`src/hdl/rlc_pkg.sv`:
```
// Shared types, constants and command/status bundles for the byte RLE codec.
// No dependencies; used by rlc_ctrl, rlc_dp and byte_rle_codec.
`timescale 1ns / 1ps

package rlc_pkg;

  // Longest run held in one count byte (default for the MAX_RUN parameter)
  localparam int MAX_RUN_DEF = 255;

  // Configuration port
  localparam int CFG_W     = 16;
  localparam int CFG_IDX_W = 1;
  localparam logic [CFG_IDX_W-1:0] REG_MODE  = 1'b0;
  localparam logic [CFG_IDX_W-1:0] REG_LIMIT = 1'b1;
  localparam logic [15:0] LIMIT_RESET = 16'd4096;

  // Kinds of result the datapath can build
  localparam logic [1:0] EMIT_PAIR   = 2'd0;
  localparam logic [1:0] EMIT_ABORT  = 2'd1;
  localparam logic [1:0] EMIT_MARKER = 2'd2;
  localparam logic [1:0] EMIT_WORD   = 2'd3;

  typedef struct packed {
    logic [7:0] data_byte;
    logic       frame_end;
  } rlc_in_t;

  typedef struct packed {
    logic [31:0] out_word;
    logic [2:0]  out_valid_bytes;
    logic        frame_done;
    logic        overflow;
  } rlc_out_t;

  // Controller -> datapath
  typedef struct packed {
    logic       load_in;      // capture the accepted input item
    logic       emit;         // load the output register
    logic [1:0] emit_kind;
    logic       emit_done;    // frame_done of the emitted result
    logic       clr_frame;    // drop all frame state
    logic       set_failed;   // discard the rest of the frame
    logic       run_start;    // open a run with the held byte
    logic       run_inc;      // extend the open run
    logic       len_add2;     // account for an emitted pair
    logic       take_count;   // store a count byte
    logic       start_expand; // commit a pair's length, load the byte counter
    logic       rem_step;     // one decoded word sent
  } rlc_cmd_t;

  // Datapath -> controller
  typedef struct packed {
    logic mode;
    logic fe;
    logic failed;
    logic expect_value;
    logic brk;
    logic run_open;
    logic pair_ovf;
    logic exp_ovf;
    logic rem_zero;
    logic rem_last;
    logic slot_free;
  } rlc_stat_t;

endpackage

```
`src/hdl/byte_rle_codec.sv`:
```
// Top level of the byte run-length codec ([count][value] pairs).
// Instantiates rlc_ctrl and rlc_dp; uses rlc_pkg.
//
// Usage:
//   in_valid/in_ready/in_data carry one byte and its frame_end flag per
//   transfer. out_valid/out_ready/out_data carry result words. cfg_we with
//   cfg_index 0 writes decode_mode (0 encode, 1 decode; the write drops
//   any open frame), cfg_index 1 writes frame_limit. Write config only
//   while the block is idle.
//   Sequencing: one item at a time through the controller. An encode byte
//   passes S_CHK, S_ENC_BRK, S_ENC_FE before in_ready returns, a decode
//   count byte S_CHK, S_DEC, a decode value byte S_CHK, S_DEC, S_DEC_RUN
//   (one output word per cycle from the expansion counter while the output
//   register is free). Each result sits in the output register from the
//   cycle after it is formed; the next byte can transfer while it waits.
//   Stall: when a new result is due and the output register is full with
//   out_ready low, the controller holds in its state until it frees.
//   Reset (rst, synchronous): encode mode, frame_limit 4096, no frame
//   open, output empty.
`timescale 1ns / 1ps

module byte_rle_codec import rlc_pkg::*; #(
  parameter int MAX_RUN = MAX_RUN_DEF
) (
  input  logic                 clk,
  input  logic                 rst,
  input  logic                 cfg_we,
  input  logic [CFG_IDX_W-1:0] cfg_index,
  input  logic [CFG_W-1:0]     cfg_data,
  input  logic                 in_valid,
  output logic                 in_ready,
  input  rlc_in_t              in_data,
  output logic                 out_valid,
  input  logic                 out_ready,
  output rlc_out_t             out_data
);

  rlc_cmd_t  cmd;
  rlc_stat_t stat;

  rlc_ctrl u_ctrl (
    .clk      (clk),
    .rst      (rst),
    .in_valid (in_valid),
    .in_ready (in_ready),
    .stat     (stat),
    .cmd      (cmd)
  );

  rlc_dp #(
    .MAX_RUN (MAX_RUN)
  ) u_dp (
    .clk       (clk),
    .rst       (rst),
    .cfg_we    (cfg_we),
    .cfg_index (cfg_index),
    .cfg_data  (cfg_data),
    .in_data   (in_data),
    .out_ready (out_ready),
    .out_valid (out_valid),
    .out_data  (out_data),
    .cmd       (cmd),
    .stat      (stat)
  );

endmodule

```
`src/hdl/rlc_dp.sv`:
```
// Datapath of the byte RLE codec: config registers, run/frame state,
// byte counter for expansion and the output register. Uses rlc_pkg.
`timescale 1ns / 1ps

module rlc_dp import rlc_pkg::*; #(
  parameter int MAX_RUN = MAX_RUN_DEF
) (
  input  logic                 clk,
  input  logic                 rst,
  input  logic                 cfg_we,
  input  logic [CFG_IDX_W-1:0] cfg_index,
  input  logic [CFG_W-1:0]     cfg_data,
  input  rlc_in_t              in_data,
  input  logic                 out_ready,
  output logic                 out_valid,
  output rlc_out_t             out_data,
  input  rlc_cmd_t             cmd,
  output rlc_stat_t            stat
);

  localparam logic [7:0] RUN_CAP = 8'(MAX_RUN);

  // Config registers
  logic        mode;
  logic [15:0] limit;

  // Held input item
  logic [7:0] b;
  logic       fe;

  // Frame state
  logic [7:0]  run_value;
  logic [7:0]  run_length;
  logic        expect_value;
  logic [7:0]  pending;
  logic [15:0] out_len;
  logic        failed;
  logic [7:0]  rem;

  logic [16:0] need2;
  logic [16:0] total;
  logic [2:0]  k;
  logic [31:0] word;
  rlc_out_t    res;

  // Limit checks and word size
  assign need2 = {1'b0, out_len} + 17'd2;
  assign total = {1'b0, out_len} + {9'b0, pending};
  assign k     = (rem <= 8'd4) ? rem[2:0] : 3'd4;

  always_comb begin
    for (int i = 0; i < 4; i++) begin
      word[8*i +: 8] = (3'(i) < k) ? b : 8'd0;
    end
  end

  // Status to the controller
  always_comb begin
    stat.mode         = mode;
    stat.fe           = fe;
    stat.failed       = failed;
    stat.expect_value = expect_value;
    stat.run_open     = (run_length != 8'd0);
    stat.brk          = (run_length != 8'd0) && ((b != run_value) || (run_length >= RUN_CAP));
    stat.pair_ovf     = need2 > {1'b0, limit};
    stat.exp_ovf      = total > {1'b0, limit};
    stat.rem_zero     = (rem == 8'd0);
    stat.rem_last     = (rem <= 8'd4);
    stat.slot_free    = !out_valid || out_ready;
  end

  // Result selection
  always_comb begin
    res = '0;
    res.frame_done = cmd.emit_done;
    case (cmd.emit_kind)
      EMIT_PAIR: begin
        res.out_word        = {16'd0, run_value, run_length};
        res.out_valid_bytes = 3'd2;
      end
      EMIT_ABORT: begin
        res.frame_done = 1'b1;
        res.overflow   = 1'b1;
      end
      EMIT_MARKER: begin
        res.frame_done = 1'b1;
      end
      EMIT_WORD: begin
        res.out_word        = word;
        res.out_valid_bytes = k;
      end
      default: res = '0;
    endcase
  end

  // Config registers
  always_ff @(posedge clk) begin
    if (rst) begin
      mode  <= 1'b0;
      limit <= LIMIT_RESET;
    end else if (cfg_we) begin
      case (cfg_index)
        REG_MODE:  mode  <= cfg_data[0];
        REG_LIMIT: limit <= cfg_data[15:0];
        default: ;
      endcase
    end
  end

  // Input capture
  always_ff @(posedge clk) begin
    if (cmd.load_in) begin
      b  <= in_data.data_byte;
      fe <= in_data.frame_end;
    end
  end

  // Frame state; reset, a mode write, a frame end or an overflow abort clears it
  always_ff @(posedge clk) begin
    if (rst || (cfg_we && cfg_index == REG_MODE)) begin
      run_value    <= 8'd0;
      run_length   <= 8'd0;
      expect_value <= 1'b0;
      pending      <= 8'd0;
      out_len      <= 16'd0;
      failed       <= 1'b0;
      rem          <= 8'd0;
    end else begin
      if (cmd.run_start) begin
        run_value  <= b;
        run_length <= 8'd1;
      end
      if (cmd.run_inc) begin
        run_length <= run_length + 8'd1;
      end
      if (cmd.len_add2) begin
        out_len <= need2[15:0];
      end
      if (cmd.take_count) begin
        pending      <= b;
        expect_value <= 1'b1;
      end
      if (cmd.start_expand) begin
        expect_value <= 1'b0;
        out_len      <= total[15:0];
        rem          <= pending;
      end
      if (cmd.rem_step) begin
        rem <= rem - {5'd0, k};
      end
      if (cmd.clr_frame) begin
        run_value    <= 8'd0;
        run_length   <= 8'd0;
        expect_value <= 1'b0;
        pending      <= 8'd0;
        out_len      <= 16'd0;
        failed       <= 1'b0;
        rem          <= 8'd0;
      end
      if (cmd.set_failed) begin
        failed <= 1'b1;
      end
    end
  end

  // Output register
  always_ff @(posedge clk) begin
    if (rst) begin
      out_valid <= 1'b0;
    end else if (cmd.emit) begin
      out_valid <= 1'b1;
    end else if (out_ready) begin
      out_valid <= 1'b0;
    end
  end

  always_ff @(posedge clk) begin
    if (cmd.emit) begin
      out_data <= res;
    end
  end

endmodule

```
`src/hdl/rlc_ctrl.sv`:
```
// Controller of the byte RLE codec: sequences one input item at a time
// and drives datapath commands. Uses rlc_pkg.
`timescale 1ns / 1ps

module rlc_ctrl import rlc_pkg::*; (
  input  logic      clk,
  input  logic      rst,
  input  logic      in_valid,
  output logic      in_ready,
  input  rlc_stat_t stat,
  output rlc_cmd_t  cmd
);

  localparam logic [2:0] S_IDLE    = 3'd0;
  localparam logic [2:0] S_CHK     = 3'd1;
  localparam logic [2:0] S_ENC_BRK = 3'd2;
  localparam logic [2:0] S_ENC_FE  = 3'd3;
  localparam logic [2:0] S_DEC     = 3'd4;
  localparam logic [2:0] S_DEC_RUN = 3'd5;

  logic [2:0] state;
  logic [2:0] state_next;

  assign in_ready = (state == S_IDLE);

  // Next state and commands
  always_comb begin
    cmd        = '0;
    state_next = state;
    case (state)
      S_IDLE: begin
        if (in_valid) begin
          cmd.load_in = 1'b1;
          state_next  = S_CHK;
        end
      end
      S_CHK: begin
        if (stat.failed) begin
          cmd.clr_frame = stat.fe;
          state_next    = S_IDLE;
        end else if (stat.mode) begin
          state_next = S_DEC;
        end else begin
          state_next = S_ENC_BRK;
        end
      end
      // close the open run if the byte breaks it or it is full, else open or extend the run
      S_ENC_BRK: begin
        if (stat.brk) begin
          if (stat.slot_free) begin
            cmd.emit = 1'b1;
            if (stat.pair_ovf) begin
              cmd.emit_kind  = EMIT_ABORT;
              cmd.clr_frame  = 1'b1;
              cmd.set_failed = !stat.fe;
              state_next     = S_IDLE;
            end else begin
              cmd.emit_kind = EMIT_PAIR;
              cmd.len_add2  = 1'b1;
              cmd.run_start = 1'b1;
              state_next    = S_ENC_FE;
            end
          end
        end else begin
          cmd.run_inc   = stat.run_open;
          cmd.run_start = !stat.run_open;
          state_next    = S_ENC_FE;
        end
      end
      // flush the run at frame end
      S_ENC_FE: begin
        if (!stat.fe) begin
          state_next = S_IDLE;
        end else if (stat.slot_free) begin
          cmd.emit      = 1'b1;
          cmd.emit_kind = stat.pair_ovf ? EMIT_ABORT : EMIT_PAIR;
          cmd.emit_done = 1'b1;
          cmd.clr_frame = 1'b1;
          state_next    = S_IDLE;
        end
      end
      S_DEC: begin
        if (!stat.expect_value) begin
          // count byte; one carrying frame end is dropped
          if (!stat.fe) begin
            cmd.take_count = 1'b1;
            state_next     = S_IDLE;
          end else if (stat.slot_free) begin
            cmd.emit      = 1'b1;
            cmd.emit_kind = EMIT_MARKER;
            cmd.clr_frame = 1'b1;
            state_next    = S_IDLE;
          end
        end else if (stat.exp_ovf) begin
          if (stat.slot_free) begin
            cmd.emit       = 1'b1;
            cmd.emit_kind  = EMIT_ABORT;
            cmd.clr_frame  = 1'b1;
            cmd.set_failed = !stat.fe;
            state_next     = S_IDLE;
          end
        end else begin
          cmd.start_expand = 1'b1;
          state_next       = S_DEC_RUN;
        end
      end
      // one word of up to four bytes per cycle while the output register is free
      S_DEC_RUN: begin
        if (stat.rem_zero) begin
          if (!stat.fe) begin
            state_next = S_IDLE;
          end else if (stat.slot_free) begin
            cmd.emit      = 1'b1;
            cmd.emit_kind = EMIT_MARKER;
            cmd.clr_frame = 1'b1;
            state_next    = S_IDLE;
          end
        end else if (stat.slot_free) begin
          cmd.emit      = 1'b1;
          cmd.emit_kind = EMIT_WORD;
          cmd.emit_done = stat.fe && stat.rem_last;
          cmd.rem_step  = 1'b1;
          if (stat.rem_last) begin
            cmd.clr_frame = stat.fe;
            state_next    = S_IDLE;
          end
        end
      end
      default: state_next = S_IDLE;
    endcase
  end

  always_ff @(posedge clk) begin
    if (rst) begin
      state <= S_IDLE;
    end else begin
      state <= state_next;
    end
  end

  // A result is loaded only into a free output register
  a_emit_free: assert property (@(posedge clk) disable iff (rst)
    cmd.emit |-> stat.slot_free)
    else $error("result loaded into a busy output register");

  // An accepted item is always evaluated next
  a_accept_chk: assert property (@(posedge clk) disable iff (rst)
    (state == S_IDLE && in_valid) |=> (state == S_CHK))
    else $error("accepted item not evaluated");

  // Expansion keeps going until the final word
  a_run_cont: assert property (@(posedge clk) disable iff (rst)
    (state == S_DEC_RUN && cmd.emit && !stat.rem_last && !stat.rem_zero)
      |=> (state == S_DEC_RUN))
    else $error("expansion ended early");

  // Failing a frame only comes with an overflow result
  a_fail_abort: assert property (@(posedge clk) disable iff (rst)
    cmd.set_failed |-> (cmd.emit && cmd.clr_frame && cmd.emit_kind == EMIT_ABORT))
    else $error("frame failed without overflow result");

endmodule

```
`config.mk`:
```
export PLATFORM = sky130hd
export DESIGN_NAME = byte_rle_codec
export DESIGN_NICKNAME = d
export VERILOG_FILES = /design/src/hdl/rlc_pkg.sv /design/src/hdl/byte_rle_codec.sv /design/src/hdl/rlc_dp.sv /design/src/hdl/rlc_ctrl.sv
export SDC_FILE = /design/constraint.sdc
export NUM_CORES = 1
export LEC_CHECK = 0
export BUFFER_PORTS_ARGS = -buffer_cell sky130_fd_sc_hd__buf_2
export CORE_MARGIN = 10
export CORE_UTILIZATION = 38
export DETAILED_ROUTE_END_ITERATION = 16
export SYNTH_ARGS = -nofsm -noshare
export SYNTH_HDL_FRONTEND = slang
export SYNTH_HIERARCHICAL = 1
export SYNTH_SLANG_ARGS = --single-unit
export TNS_END_PERCENT = 5
```
`constraint.sdc`:
```
create_clock -name clk -period 4.1 [get_ports clk]
set_input_delay 1.025 -clock clk [delete_from_list [all_inputs] [get_ports clk]]
set_output_delay 1.025 -clock clk [all_outputs]
set_load 0.01 [all_outputs]
```
After elaboration in Yosys (flattened, before gate mapping)
Index checks and enable logic that the tools add are counted.
- memory bits (writable): 0
- ROM bits: 0
- input bits: 31
- word-level logic and storage cells: 142
- output and inout port bits: 39
- memories kept: 0
- latch bits: 0
- flip-flop bits (word level): 117
- reduce and logical (&&, ||, !) cells: 24
- $add $sub $neg: 4
- $mul: 0
- bitwise logic cells: 1
- equal/unequal tests: 13
- shift operators: 0
- div/mod/pow operators: 0
- magnitude comparators: 8
- multiplexer cells: 75
- operators with widths (kind ; count):
    $pmux W35 S2 ; 1
    $mux W3 ; 23
    $mux W8 ; 8
    $gt A17 B16 Y1 ; 2
    $mux W16 ; 2
    $mux W1 ; 27
    $pmux W3 S6 ; 1
    $add A16 B2 Y17 const B ; 1
    $add A16 B8 Y17 ; 1
    $mux W5 ; 3
    $mux W2 ; 6
    $pmux W3 S4 ; 1
    $reduce_bool A2 Y1 ; 5
    $add A8 B1 Y8 const B ; 1
    $ge A8 B8 Y1 const B ; 1
    $le A8 B3 Y1 const B ; 1
    $logic_not A8 Y1 ; 1
    $ne A8 B8 Y1 ; 1
    $reduce_bool A8 Y1 ; 1
    $sub A8 B3 Y8 ; 1
    $eq A3 B2 Y1 const B ; 2
    $eq A3 B3 Y1 const B ; 2
    $lt A1 B3 Y1 const A ; 2
    $lt A2 B3 Y1 const A ; 2
    18 further kinds ; 29

Longest topological paths before layout
Gate-level depths: netlist of the first run.
- depth in word-level cells: 8
- mapped depth: 23
- depth with buffers taken out: 21

Modules after synthesis
The synthesis of the first run kept the hierarchy.
- by module, submodules not included (module ; seq. area each (µm²) ; area an instance (µm²) ; cells an instance ; times used):
    rlc_dp ; 2742.6 ; 6424.9 ; 690 ; 1
    rlc_ctrl ; 60.1 ; 494.2 ; 71 ; 1

Worst setup path after synthesis of the first run
Ideal clock, no wire load.
- kind: register to register
- start point: reg u_dp.pending[0]
- end point: reg, netlist name u_dp/out_data[14]
- library setup time: 153 ps
- slack: -249 ps
- cell stages (with the launch flop): 24
- required time: 3947 ps
- arrival: 4196 ps
- cell sequence: dfxtp_1 ha_1 fa_1 a211oi_2 o211ai_1 a21oi_1 nor2_1 xor2_1 ha_1 nand4_1 nor4_1 nand4_1 a21oi_1 a21oi_1 nand2_1 nor3_1 a211o_1 inv_1 ha_1 nor2b_1 clkbuf_1 clkbuf_1 nand2_1 o21ai_0
- RTL lines (what ; RTL line ; source):
    start: declaration ; rlc_dp.sv:35 ; logic [7:0] pending;
    start signal: assignment ; rlc_dp.sv:124 ; pending <= 8'd0;
    start signal: assignment ; rlc_dp.sv:140 ; pending <= b;
    start signal: assignment ; rlc_dp.sv:155 ; pending <= 8'd0;

==> impl_metrics.yaml, run 1 <==
worst_setup_path:
  crit_fanout: 4
  required_ns: 4.47
  worstPathArrival_ns: 4.84
  slowest_delay_ns: 0.41
  worstPathCellList: "ha_4, fa_2, a211oi_4, o211ai_1, a21oi_2, buf_4, xnor2_2, ha_1, buf_4, buf_4, a21oi_1, o211ai_1, o21ai_1, a21oi_2, nand2_1, nor3_2, buf_4, a41oi_2, o211ai_1, buf_4, nor3_4, nand2_1, or3_1, nand3_1"
  r2r_slack_ns: -0.37
  cpMostUsedCell: "buf_4"
  crit_family: "compound AO/OA/AOI/OAI gates"
  timing.rr.end: "u_dp/out_len[14]$_SDFFE_PP0N_"
  path_class: "register to register"
  end_kind: "register"
  rr_worst_depth: 24
  worstReg2RegStart: "u_dp/out_len[0]$_SDFFE_PP0P_"
  critPathBufInv: 5
  worstSetupStartpointType: "register"
  cp_slowest_cell: "fa_2"
routing:
  route.vias.total: 6083
  drt_pre_antenna_iters: 5
  met3WireLength_um: 803
  vias_per_cell: 5.26
  routed.top_layer: "met4"
  wl_met1_um: 8220
  wl_um: 18400
  wl_per_cell_um: 15.9
  drcViolationCount: 0
  ant_nets: 0
  wl_met2_um: 9160
  drt_iter0_markers: 281
place:
  dp_cells: 1120
  io_buffers: 69
  place_congestion: 0.893
  dpl.hpwl_um: 13800
  place_area_mm2: 0.00816
clocking:
  htree_levels: 4
  hold_buffers: 0
  cts_root_buf: "clkbuf_16"
  numCtsBuffers: 17
  cts.sinks: 117
  cts.path.max_buffers: 2
  clk-insertion-delay-late_ns: 0.42
  cts_tree: "yes"
  cts.clk_slew.worst_paths_ns: 0.07
timing:
  fin_ws_ns: -0.370
  fmax_ghz: 0.224
  fin_crit_sh_pct: 109
  skew_ns: 0.0141
  finalCriticalPeriod_ns: 4.47
  worstMarginPinSlew_ns: 0.818
  finalHoldViolCount: 0
  rsz0062_at_grt: "yes"
  final_max_slew_viol_count: 0
  slew_headroom_pct: 45.2
  finalSetupViolCount: 122
grt:
  grt_antenna_before_repair: 0
  grt_start_max_net_pins: 38
  grt-ovfl-total: 0
  grt_pass1_vias: 5981
  grt_pass1_wl_um: 30000
  grt_usage_pct: 15.3
cells_and_area:
  instances_no_fill: 1157
  fill_cells: 1684
  layout-drive-gt1-share_pct: 32.4
  diodes: 0
  final_cell_area_mm2: 0.00906
  syn_to_final_growth_pct: 31.0
  fin_nets: 994
yosys:
  synth_edf_count: 46
  syn_nets: 840
  seq_area_frac_synth_pct: 40.5
  synth_compound_gate_area_share_pct: 15.9
  synthFlopType: "dfxtp_1"
  ys_ff_latch: 117
  synthSimpleGateAreaFrac_pct: 21.4
  synth_xor_area_share_pct: 5.19
  muxShareOfSynthArea_pct: 3.62
  yosysWarnings: 6
  synth_top_family_by_area: "simple AND/OR/NAND/NOR gates"
  synth_fa_ha_area_share_pct: 8.79
  avgSynthCellArea_um2: 9.09
  syn_inst: 761
  netlist_area_mm2: 0.00692
  async_flop_share_pct: 0
  yosys.cell_types.count: 69
floorplan:
  core_area_mm2: 0.0180
  die_h_um: 155
  dieArea_mm2: 0.0240
  die_x_um: 155
  ioPinCount: 70
  row_count: 49
  initial_core_util_pct: 38.5
hold_path:
  hp-start: "u_dp/limit[9]$_SDFFE_PP0P_"
  hold_path_class: "register to register"
  hold_depth: 2
  min_to: "u_dp/limit[9]$_SDFFE_PP0P_"
run_status:
  status: "finished with violations"
  violations: "negative setup slack"
flow_run:
  maxCapViolations: 0
pwr:
  leakage_nw: 3.72
  p_per_area_mw_per_mm2: 340
  ir_worst_vdd_uv: 274
[kinds of logic after synthesis]
kind of cell               after synthesis
AOI/OAI and AO/OA                      167
xor gates and xnor gates                41
adders and majority gates               48
buffers and inverters                   70
DFF                                    117
muxes                                   25
other                                    1
and+or+nand+nor                        292
[state kept, by name (all words and copies together) (netlist names), 3 cells and up]
name,flops
u_dp/b,8
u_dp/limit,16
u_ctrl/state,3
u_dp/run_value,8
u_dp/rem,8
u_dp/pending,8
u_dp/run_length,8
u_dp/out_data,37
u_dp/out_len,16
[power breakdown]
part           internal, mW  switching [mW]
Combinational         0.137           0.175
Sequential             1.26          0.0519
Clock                 0.812           0.648
Total                  2.20           0.875
[cells in the mapped netlist (3+ instances only)]
| cell | count | area share, % |
|---|---|---|
| a22oi_1 | 3 | 0.33 |
| a21o_1 | 5 | 0.54 |
| o211ai_1 | 10 | 1.1 |
| a211oi_2 | 3 | 0.54 |
| inv_1 | 27 | 1.5 |
| a211oi_1 | 11 | 1.2 |
| mux2i_1 | 25 | 3.6 |
| nand2_1 | 93 | 5.0 |
| nand2b_1 | 8 | 0.72 |
| nand4_1 | 13 | 1.2 |
| edfxtp_1 | 46 | 20 |
| clkbuf_1 | 17 | 0.92 |
| a31oi_1 | 6 | 0.54 |
| a211o_1 | 3 | 0.38 |
| and4_1 | 3 | 0.38 |
| and3_1 | 13 | 1.2 |
| nand3b_1 | 4 | 0.43 |
| nor3_2 | 6 | 0.87 |
| a21oi_1 | 57 | 4.1 |
| o21ai_2 | 4 | 0.51 |
| xnor2_1 | 24 | 3.0 |
| nor4b_1 | 3 | 0.38 |
| dfxtp_1 | 71 | 21 |
| buf_2 | 15 | 1.1 |
| xor2_1 | 17 | 2.2 |
| nand3_1 | 12 | 0.87 |
| or3_1 | 7 | 0.63 |
| or2_2 | 4 | 0.36 |
| o21ai_0 | 31 | 2.2 |
| buf_4 | 6 | 0.65 |
| o21a_1 | 9 | 0.98 |
| nor3_1 | 18 | 1.3 |
| nor4_1 | 6 | 0.54 |
| and2_1 | 7 | 0.63 |
| ha_1 | 47 | 8.5 |
| a2111o_1 | 4 | 0.65 |
| and3_4 | 3 | 0.49 |
| nor2b_1 | 6 | 0.54 |
| nor2_1 | 72 | 3.9 |
| o21ai_1 | 5 | 0.36 |
[repair_timing]
| action | 4_1_cts | 5_1_grt |
|---|---|---|
| pin swaps | 22 | 13 |
| gates cloned | 1 | 0 |
| buffers inserted | 2 | 2 |
| endpoints found under the setup margin | 122 | 125 |
| gates resized for setup | 57 | 33 |
[worst register-to-register path: cells and delay by family (launching register included)]
family                   cells  cell delay [ns]
AND/OR/NAND/NOR              6             0.94
flip-flops                   1             0.33
buffers and inverters        5             0.71
AO/OA/AOI/OAI                9             1.53
XOR/XNOR                     1             0.10
adder cells (fa/ha/maj)      3             0.83
[how the worst max path moves through the flow]
stage / start / end / slack [ns] / cells past startpoint
floorplan: u_dp/pending[0]$_SDFFE_PP0P_ / u_dp/out_len[10]$_SDFFE_PP0N_ / 0.02 / 20
global placement: u_dp/pending[0]$_SDFFE_PP0P_ / u_dp/out_data[13]$_DFFE_PP_ / -0.71 / 21
detailed placement: u_dp/pending[0]$_SDFFE_PP0P_ / u_dp/out_data[9]$_DFFE_PP_ / -0.79 / 21
CTS: u_dp/out_len[0]$_SDFFE_PP0P_ / u_dp/out_len[15]$_SDFFE_PP0N_ / -0.28 / 22
global route: u_dp/out_len[0]$_SDFFE_PP0P_ / u_dp/out_len[14]$_SDFFE_PP0N_ / -0.61 / 24
finish: u_dp/out_len[0]$_SDFFE_PP0P_ / u_dp/out_len[14]$_SDFFE_PP0N_ / -0.37 / 24
[routing by layer]
metal | up-vias | global-route usage [%]
met5 | - | 0
met4 | 0 | 4.77
met1 | 2905 | 18.8
li1 | 3038 | -
met2 | 124 | 25.8
met3 | 16 | 3.50
[through the flow]
stage / TNS [ns] / hold slack [ns] / setup WS [ns] / util (%) / total power, mW
global route: -45.00 / 0.472 / -0.613 / 50.4 / 3.21
global placement: -35.77 / 0.446 / -0.708 / 45.4 / 1.62
floorplan: 0 / 0.436 / 0.0225 / - / 1.51
detailed placement: -38.65 / 0.448 / -0.795 / 45.4 / 1.62
CTS: -13.36 / 0.458 / -0.282 / 49.6 / 3.10
finish: -20.47 / 0.454 / -0.370 / 50.4 / 3.08
[area by class of cell]
class	count	area, µm²	share of cell area (%)
clock buffer	17	425	4.69
timing repair buffer	177	1220	13.5
inverter	28	105	1.16
sequential	117	2810	31.0
clock inverter	15	151	1.67
tap	229	287	3.16
multi-input combinational	574	4070	44.9
[layout by cell type (no fill, tap or decap), types with 10 or more instances in the layout]
cell type   n
a21oi_1    49
and3_1     13
buf_2      69
buf_4      99
clkbuf_16  17
dfxtp_1    68
edfxtp_1   46
ha_1       44
inv_1      26
mux2i_1    25
nand2_1    85
nand3_1    12
nand4_1    13
nor2_1     66
nor3_1     14
o211ai_1   10
o21ai_0    13
o21ai_1    13
o21ai_2    14
xnor2_1    23
xor2_1     17
(Power assumes the default switching activity.)
==> run 2: changes to the inputs <==
CORE_MARGIN = 8   (was 10)
==> impl_metrics.yaml, run 2 (synthesis gave the netlist of run 1 again) <==
cells_and_area:
  fill_cells: 1685
  diodes: 0
  fin_nets: 987
  layout_common_cells: "buf_4 (92), nand2_1 (85), buf_2 (70)"
  final_common_cell: "buf_4"
  instances_no_fill: 1150
  syn_to_final_growth_pct: 30.2
  reg_top3: "u_dp/out_data x37, u_dp/limit x16, u_dp/out_len x16"
  largest_reg_flops: 37
  multi_input_area_mm2: 0.00406
  layout-drive-gt1-share_pct: 30.9
  regMostFlops: "u_dp/out_data"
  seq_area_mm2: 0.00281
clocking:
  cts.path.max_buffers: 2
  clk-insertion-delay-late_ns: 0.43
  cts_tree: "yes"
  cts.clk_slew.worst_paths_ns: 0.06
  cts_root_buf: "clkbuf_16"
  htree_levels: 4
  cts.sinks: 117
  numCtsBuffers: 17
routing:
  wl_per_cell_um: 16.0
  drt_pre_antenna_iters: 4
  vias_per_cell: 5.20
  drcViolationCount: 0
  drt_iter0_markers: 285
  ant_nets: 0
  route.vias.total: 5982
  wl_um: 18400
floorplan:
  row_count: 49
  initial_core_util_pct: 38.6
  dieArea_mm2: 0.0228
  ioPinCount: 70
  die_h_um: 151
  die_x_um: 151
  core_area_mm2: 0.0179
timing:
  finalSetupViolCount: 83
  fmax_ghz: 0.226
  fin_ws_ns: -0.333
  finalCriticalPeriod_ns: 4.43
  slew_headroom_pct: 48.8
  skew_ns: 0.0177
  fin_crit_sh_pct: 108
  finalHoldViolCount: 0
  hold_slack_ns: 0.455
  worstMarginPinSlew_ns: 0.765
  final_max_slew_viol_count: 0
  rsz0062_at_grt: "yes"
worst_setup_path:
  worstPathArrival_ns: 4.70
  path_class: "register to register"
  required_ns: 4.37
  end_kind: "register"
  slowest_delay_ns: 0.41
  critPathBufInv: 3
  worstPathCellList: "ha_4, fa_2, a211oi_4, o211a_2, nor3_1, xor2_1, ha_1, nand2_1, nor4_2, nand4_1, a21oi_2, a21oi_2, nand2_1, nor3_2, a211o_1, inv_2, ha_4, buf_6, nor2b_4, buf_8, nand2_2, o21ai_1"
  cp_slowest_cell: "fa_2"
  worstSetupStartpointType: "register"
  crit_family: "compound AO/OA/AOI/OAI gates"
  crit_fanout: 6
grt:
  grt_antenna_before_repair: 0
  grt_start_max_net_pins: 38
  grt_pass1_vias: 5692
  grt_pass1_wl_um: 29300
  grt-ovfl-total: 0
  grt_usage_pct: 16.3
pwr:
  p_per_area_mw_per_mm2: 341
  leakage_nw: 3.72
  ir_worst_vdd_uv: 280
  fin_total_pwr_mw: 3.07
run_status:
  violations: "negative setup slack"
  status: "finished with violations"
place:
  dp_cells: 1111
  dpl.hpwl_um: 13700
  place_congestion: 0.860
  dp_slack_ns: -0.776
  io_buffers: 69
flow_run:
  maxCapViolations: 0
hold_path:
  hold_path_class: "register to register"
-- run 2: through the flow --
step	cell area (µm²)	TNS [ns]	utilization (%)
after floorplan	6940	0	-
after global placement	8100	-40.09	45.3
after detailed placement	8100	-45.86	45.3
after CTS	8960	-16.38	50.1
after global routing	9010	-37.68	50.3
final	9010	-15.21	50.3
-- run 2: worst register-to-register path: stages (launching register included) --
cell      delay [ns]
dfxtp_2         0.34
ha_4            0.17
fa_2            0.41
a211oi_4        0.27
o211a_2         0.29
nor3_1          0.08
xor2_1          0.17
ha_1            0.31
nand2_1         0.11
nor4_2          0.28
nand4_1         0.14
a21oi_2         0.16
a21oi_2         0.06
nand2_1         0.09
nor3_2          0.05
a211o_1         0.33
inv_2           0.07
ha_4            0.20
buf_6           0.12
nor2b_4         0.21
buf_8           0.18
nand2_2         0.09
o21ai_1         0.16
-- run 2: layer usage --
layer  wire [µm]  vias up  GRT usage, %
met1        8180     2802          20.0
met5           0        -             0
li1            -     3034             -
met2        9150      126          27.8
met4         243        0          5.20
met3         866       20          3.47
-- run 2: path summary, 6_finish.rpt --
| kind | depth (start not counted) | startpoint | end | slack (ns) |
|---|---|---|---|---|
| max | 22 | u_dp/out_len[0]$_SDFFE_PP0P_ | u_dp/out_data[14]$_DFFE_PP_ | -0.33 |
| min | 2 | u_dp/limit[13]$_SDFFE_PP0P_ | u_dp/limit[13]$_SDFFE_PP0P_ | 0.45 |
| max reg2reg | 22 | u_dp/out_len[0]$_SDFFE_PP0P_ | u_dp/out_data[14]$_DFFE_PP_ | -0.33 |
| min reg2reg | 2 | u_dp/limit[13]$_SDFFE_PP0P_ | u_dp/limit[13]$_SDFFE_PP0P_ | 0.45 |
-- run 2: cell type report --
type / instances / area share, %
multi-input cells: 574 / 45.1
flip-flops and latches: 117 / 31.1
repair buffers: 170 / 13.0
clock buffers: 17 / 4.72
well taps: 229 / 3.18
clock inverters: 15 / 1.71
inverters: 28 / 1.17
-- run 2: report_power, final --
part,leakage (nW),total [mW],internal (mW),switching (mW)
clock,0.279,1.46,0.810,0.650
combinational,2.40,0.298,0.131,0.167
sequential,1.03,1.32,1.26,0.0594
-- run 2: timing repair --
action                                  CTS  global route
gates cloned                              1             0
setup buffers                             6             1
hold buffers                              0             0
endpoints found under the setup margin  122           125
resized for setup                        68            14
pin swaps                                25            12
==> run 3: changes to the inputs <==
BUFFER_PORTS_ARGS = -buffer_cell sky130_fd_sc_hd__clkbuf_2   (was -buffer_cell sky130_fd_sc_hd__buf_2)
==> impl_metrics.yaml, run 3 (synthesis gave the netlist of run 1 again) <==
run_status:
  status: "finished with violations"
  violations: "negative setup slack"
worst_setup_path:
  required_ns: 4.46
  end_kind: "register"
  crit_family: "compound AO/OA/AOI/OAI gates"
  path_class: "register to register"
  r2r_slack_ns: -0.30
  worstSetupStartpointType: "register"
  worstPathCellList: "ha_4, fa_2, a211oi_4, buf_4, o211a_4, nor3_1, xor2_1, ha_1, nand2_2, nor4_2, nand4_1, a21oi_2, a21oi_2, nand2_1, nor3_2, buf_4, a41oi_2, o211ai_1, or3_1, buf_6, a2111o_1, o21ai_1"
  crit_fanout: 8
  worstReg2RegStart: "u_dp/out_len[0]$_SDFFE_PP0P_"
  cp_slowest_cell: "fa_2"
  rr_worst_depth: 22
  timing.rr.end: "u_dp/out_len[15]$_SDFFE_PP0N_"
  worstPathArrival_ns: 4.76
  slowest_delay_ns: 0.42
  critPathBufInv: 3
place:
  place_congestion: 0.859
  dp_cells: 1112
  dpl.hpwl_um: 13700
  place_area_mm2: 0.00811
  io_buffers: 69
  dp_slack_ns: -0.824
flow_run:
  maxCapViolations: 0
floorplan:
  initial_core_util_pct: 38.6
  ioPinCount: 70
  die_x_um: 151
  dieArea_mm2: 0.0228
  row_count: 49
  die_h_um: 151
  core_area_mm2: 0.0179
routing:
  ant_nets: 0
  drt_pre_antenna_iters: 5
  vias_per_cell: 5.29
  drcViolationCount: 0
  route.vias.total: 6130
  drt_iter0_markers: 323
  wl_um: 18700
  wl_per_cell_um: 16.1
grt:
  grt_antenna_before_repair: 0
  grt_pass1_wl_um: 29800
  grt_start_max_net_pins: 38
  grt_usage_pct: 16.6
  grt_pass1_vias: 5939
  grt-ovfl-total: 0
cells_and_area:
  final_common_cell: "buf_4"
  final_util_pct: 51.0
  fill_cells: 1646
  syn_to_final_growth_pct: 31.9
  regMostFlops: "u_dp/out_data"
  fin_nets: 996
  diodes: 0
  layout_common_cells: "buf_4 (96), nand2_1 (80), clkbuf_2 (69)"
  final_cell_area_mm2: 0.00913
  largest_reg_flops: 37
  instances_no_fill: 1159
  reg_top3: "u_dp/out_data x37, u_dp/limit x16, u_dp/out_len x16"
  layout-drive-gt1-share_pct: 32.3
timing:
  fin_crit_sh_pct: 107
  slew_headroom_pct: 48.8
  finalHoldViolCount: 0
  fin_ws_ns: -0.300
  fmax_ghz: 0.227
  finalCriticalPeriod_ns: 4.40
  rsz0062_at_grt: "yes"
  worstMarginPinSlew_ns: 0.765
  final_max_slew_viol_count: 0
  skew_ns: 0.0124
  fin_tns_setup_ns: -16.27
  finalSetupViolCount: 86
hold_path:
  min_to: "u_dp/limit[8]$_SDFFE_PP0P_"
  hold_depth: 2
  hp-start: "u_dp/limit[8]$_SDFFE_PP0P_"
  hold_path_class: "register to register"
pwr:
  ir_worst_vdd_uv: 313
  leakage_nw: 3.78
  p_per_area_mw_per_mm2: 336
clocking:
  cts_root_buf: "clkbuf_16"
  cts.clk_slew.worst_paths_ns: 0.06
  cts.path.max_buffers: 2
  hold_buffers: 0
  htree_levels: 4
  cts_tree: "yes"
  clk-insertion-delay-late_ns: 0.43
  numCtsBuffers: 17
  cts.sinks: 117
-- run 3: cell count changes in the layout (fill, tap and decap cells not counted), sizes merged --
cell    delta
buf       -60
clkbuf    +69
clkinv     -2
inv        +2
-- run 3: through the flow --
stage          hold slack [ns]  total power [mW]
2_1_floorplan            0.436              1.51
3_3_place_gp             0.444              1.61
3_5_place_dp             0.447              1.61
4_1_cts                  0.457              3.09
5_1_grt                  0.471              3.19
6_report                 0.452              3.07
-- run 3: worst register-to-register path, stage by stage (launching register included) --
cell and delay, ns:
dfxtp_2 0.33, ha_4 0.16, fa_2 0.42, a211oi_4 0.28, buf_4 0.16, o211a_4 0.17, nor3_1 0.06, xor2_1 0.16
ha_1 0.33, nand2_2 0.08, nor4_2 0.26, nand4_1 0.15, a21oi_2 0.17, a21oi_2 0.06, nand2_1 0.09, nor3_2 0.05
buf_4 0.17, a41oi_2 0.17, o211ai_1 0.13, or3_1 0.35, buf_6 0.17, a2111o_1 0.35, o21ai_1 0.07
-- run 3: metal layers --
metal	GRT usage (%)	wire length [µm]	vias to the layer above
met1	19.8	8090	2904
met3	3.62	876	32
met5	0	0	-
met2	28.5	9280	150
met4	6.78	430	0
li1	-	-	3044
-- run 3: what timing repair did --
action | in CTS | in global routing
pin swaps | 28 | 7
endpoints found under the setup margin | 122 | 124
resized for setup | 67 | 24
buffers inserted | 13 | 1
gates cloned | 1 | 0
-- run 3: final cells by class --
type / count / area [µm²] / share of cell area [%]
clock buffer: 17 / 425 / 4.66
inverter: 28 / 105 / 1.15
tap: 229 / 287 / 3.14
multi-input combinational: 574 / 4080 / 44.7
sequential: 117 / 2810 / 30.8
timing repair buffer: 179 / 1270 / 14.0
clock inverter: 15 / 149 / 1.63
-- run 3: where the power goes --
group | switching [mW] | internal (mW)
Sequential | 0.0587 | 1.26
Combinational | 0.167 | 0.129
Clock | 0.650 | 0.810
Total | 0.875 | 2.19
-- run 3: worst max path at each step --
stage	slack (ns)	cells after the start	from	end
after floorplan	0.02	20	u_dp/pending[0]$_SDFFE_PP0P_	u_dp/out_len[10]$_SDFFE_PP0N_
after global placement	-0.76	21	u_dp/pending[0]$_SDFFE_PP0P_	u_dp/out_data[15]$_DFFE_PP_
after detailed placement	-0.82	21	u_dp/pending[0]$_SDFFE_PP0P_	u_dp/out_data[11]$_DFFE_PP_
after CTS	-0.26	22	u_dp/out_len[0]$_SDFFE_PP0P_	u_dp/run_length[0]$_SDFFE_PP0P_
after global routing	-0.57	22	u_dp/pending[0]$_SDFFE_PP0P_	u_dp/out_len[15]$_SDFFE_PP0N_
final	-0.30	22	u_dp/out_len[0]$_SDFFE_PP0P_	u_dp/out_len[15]$_SDFFE_PP0N_
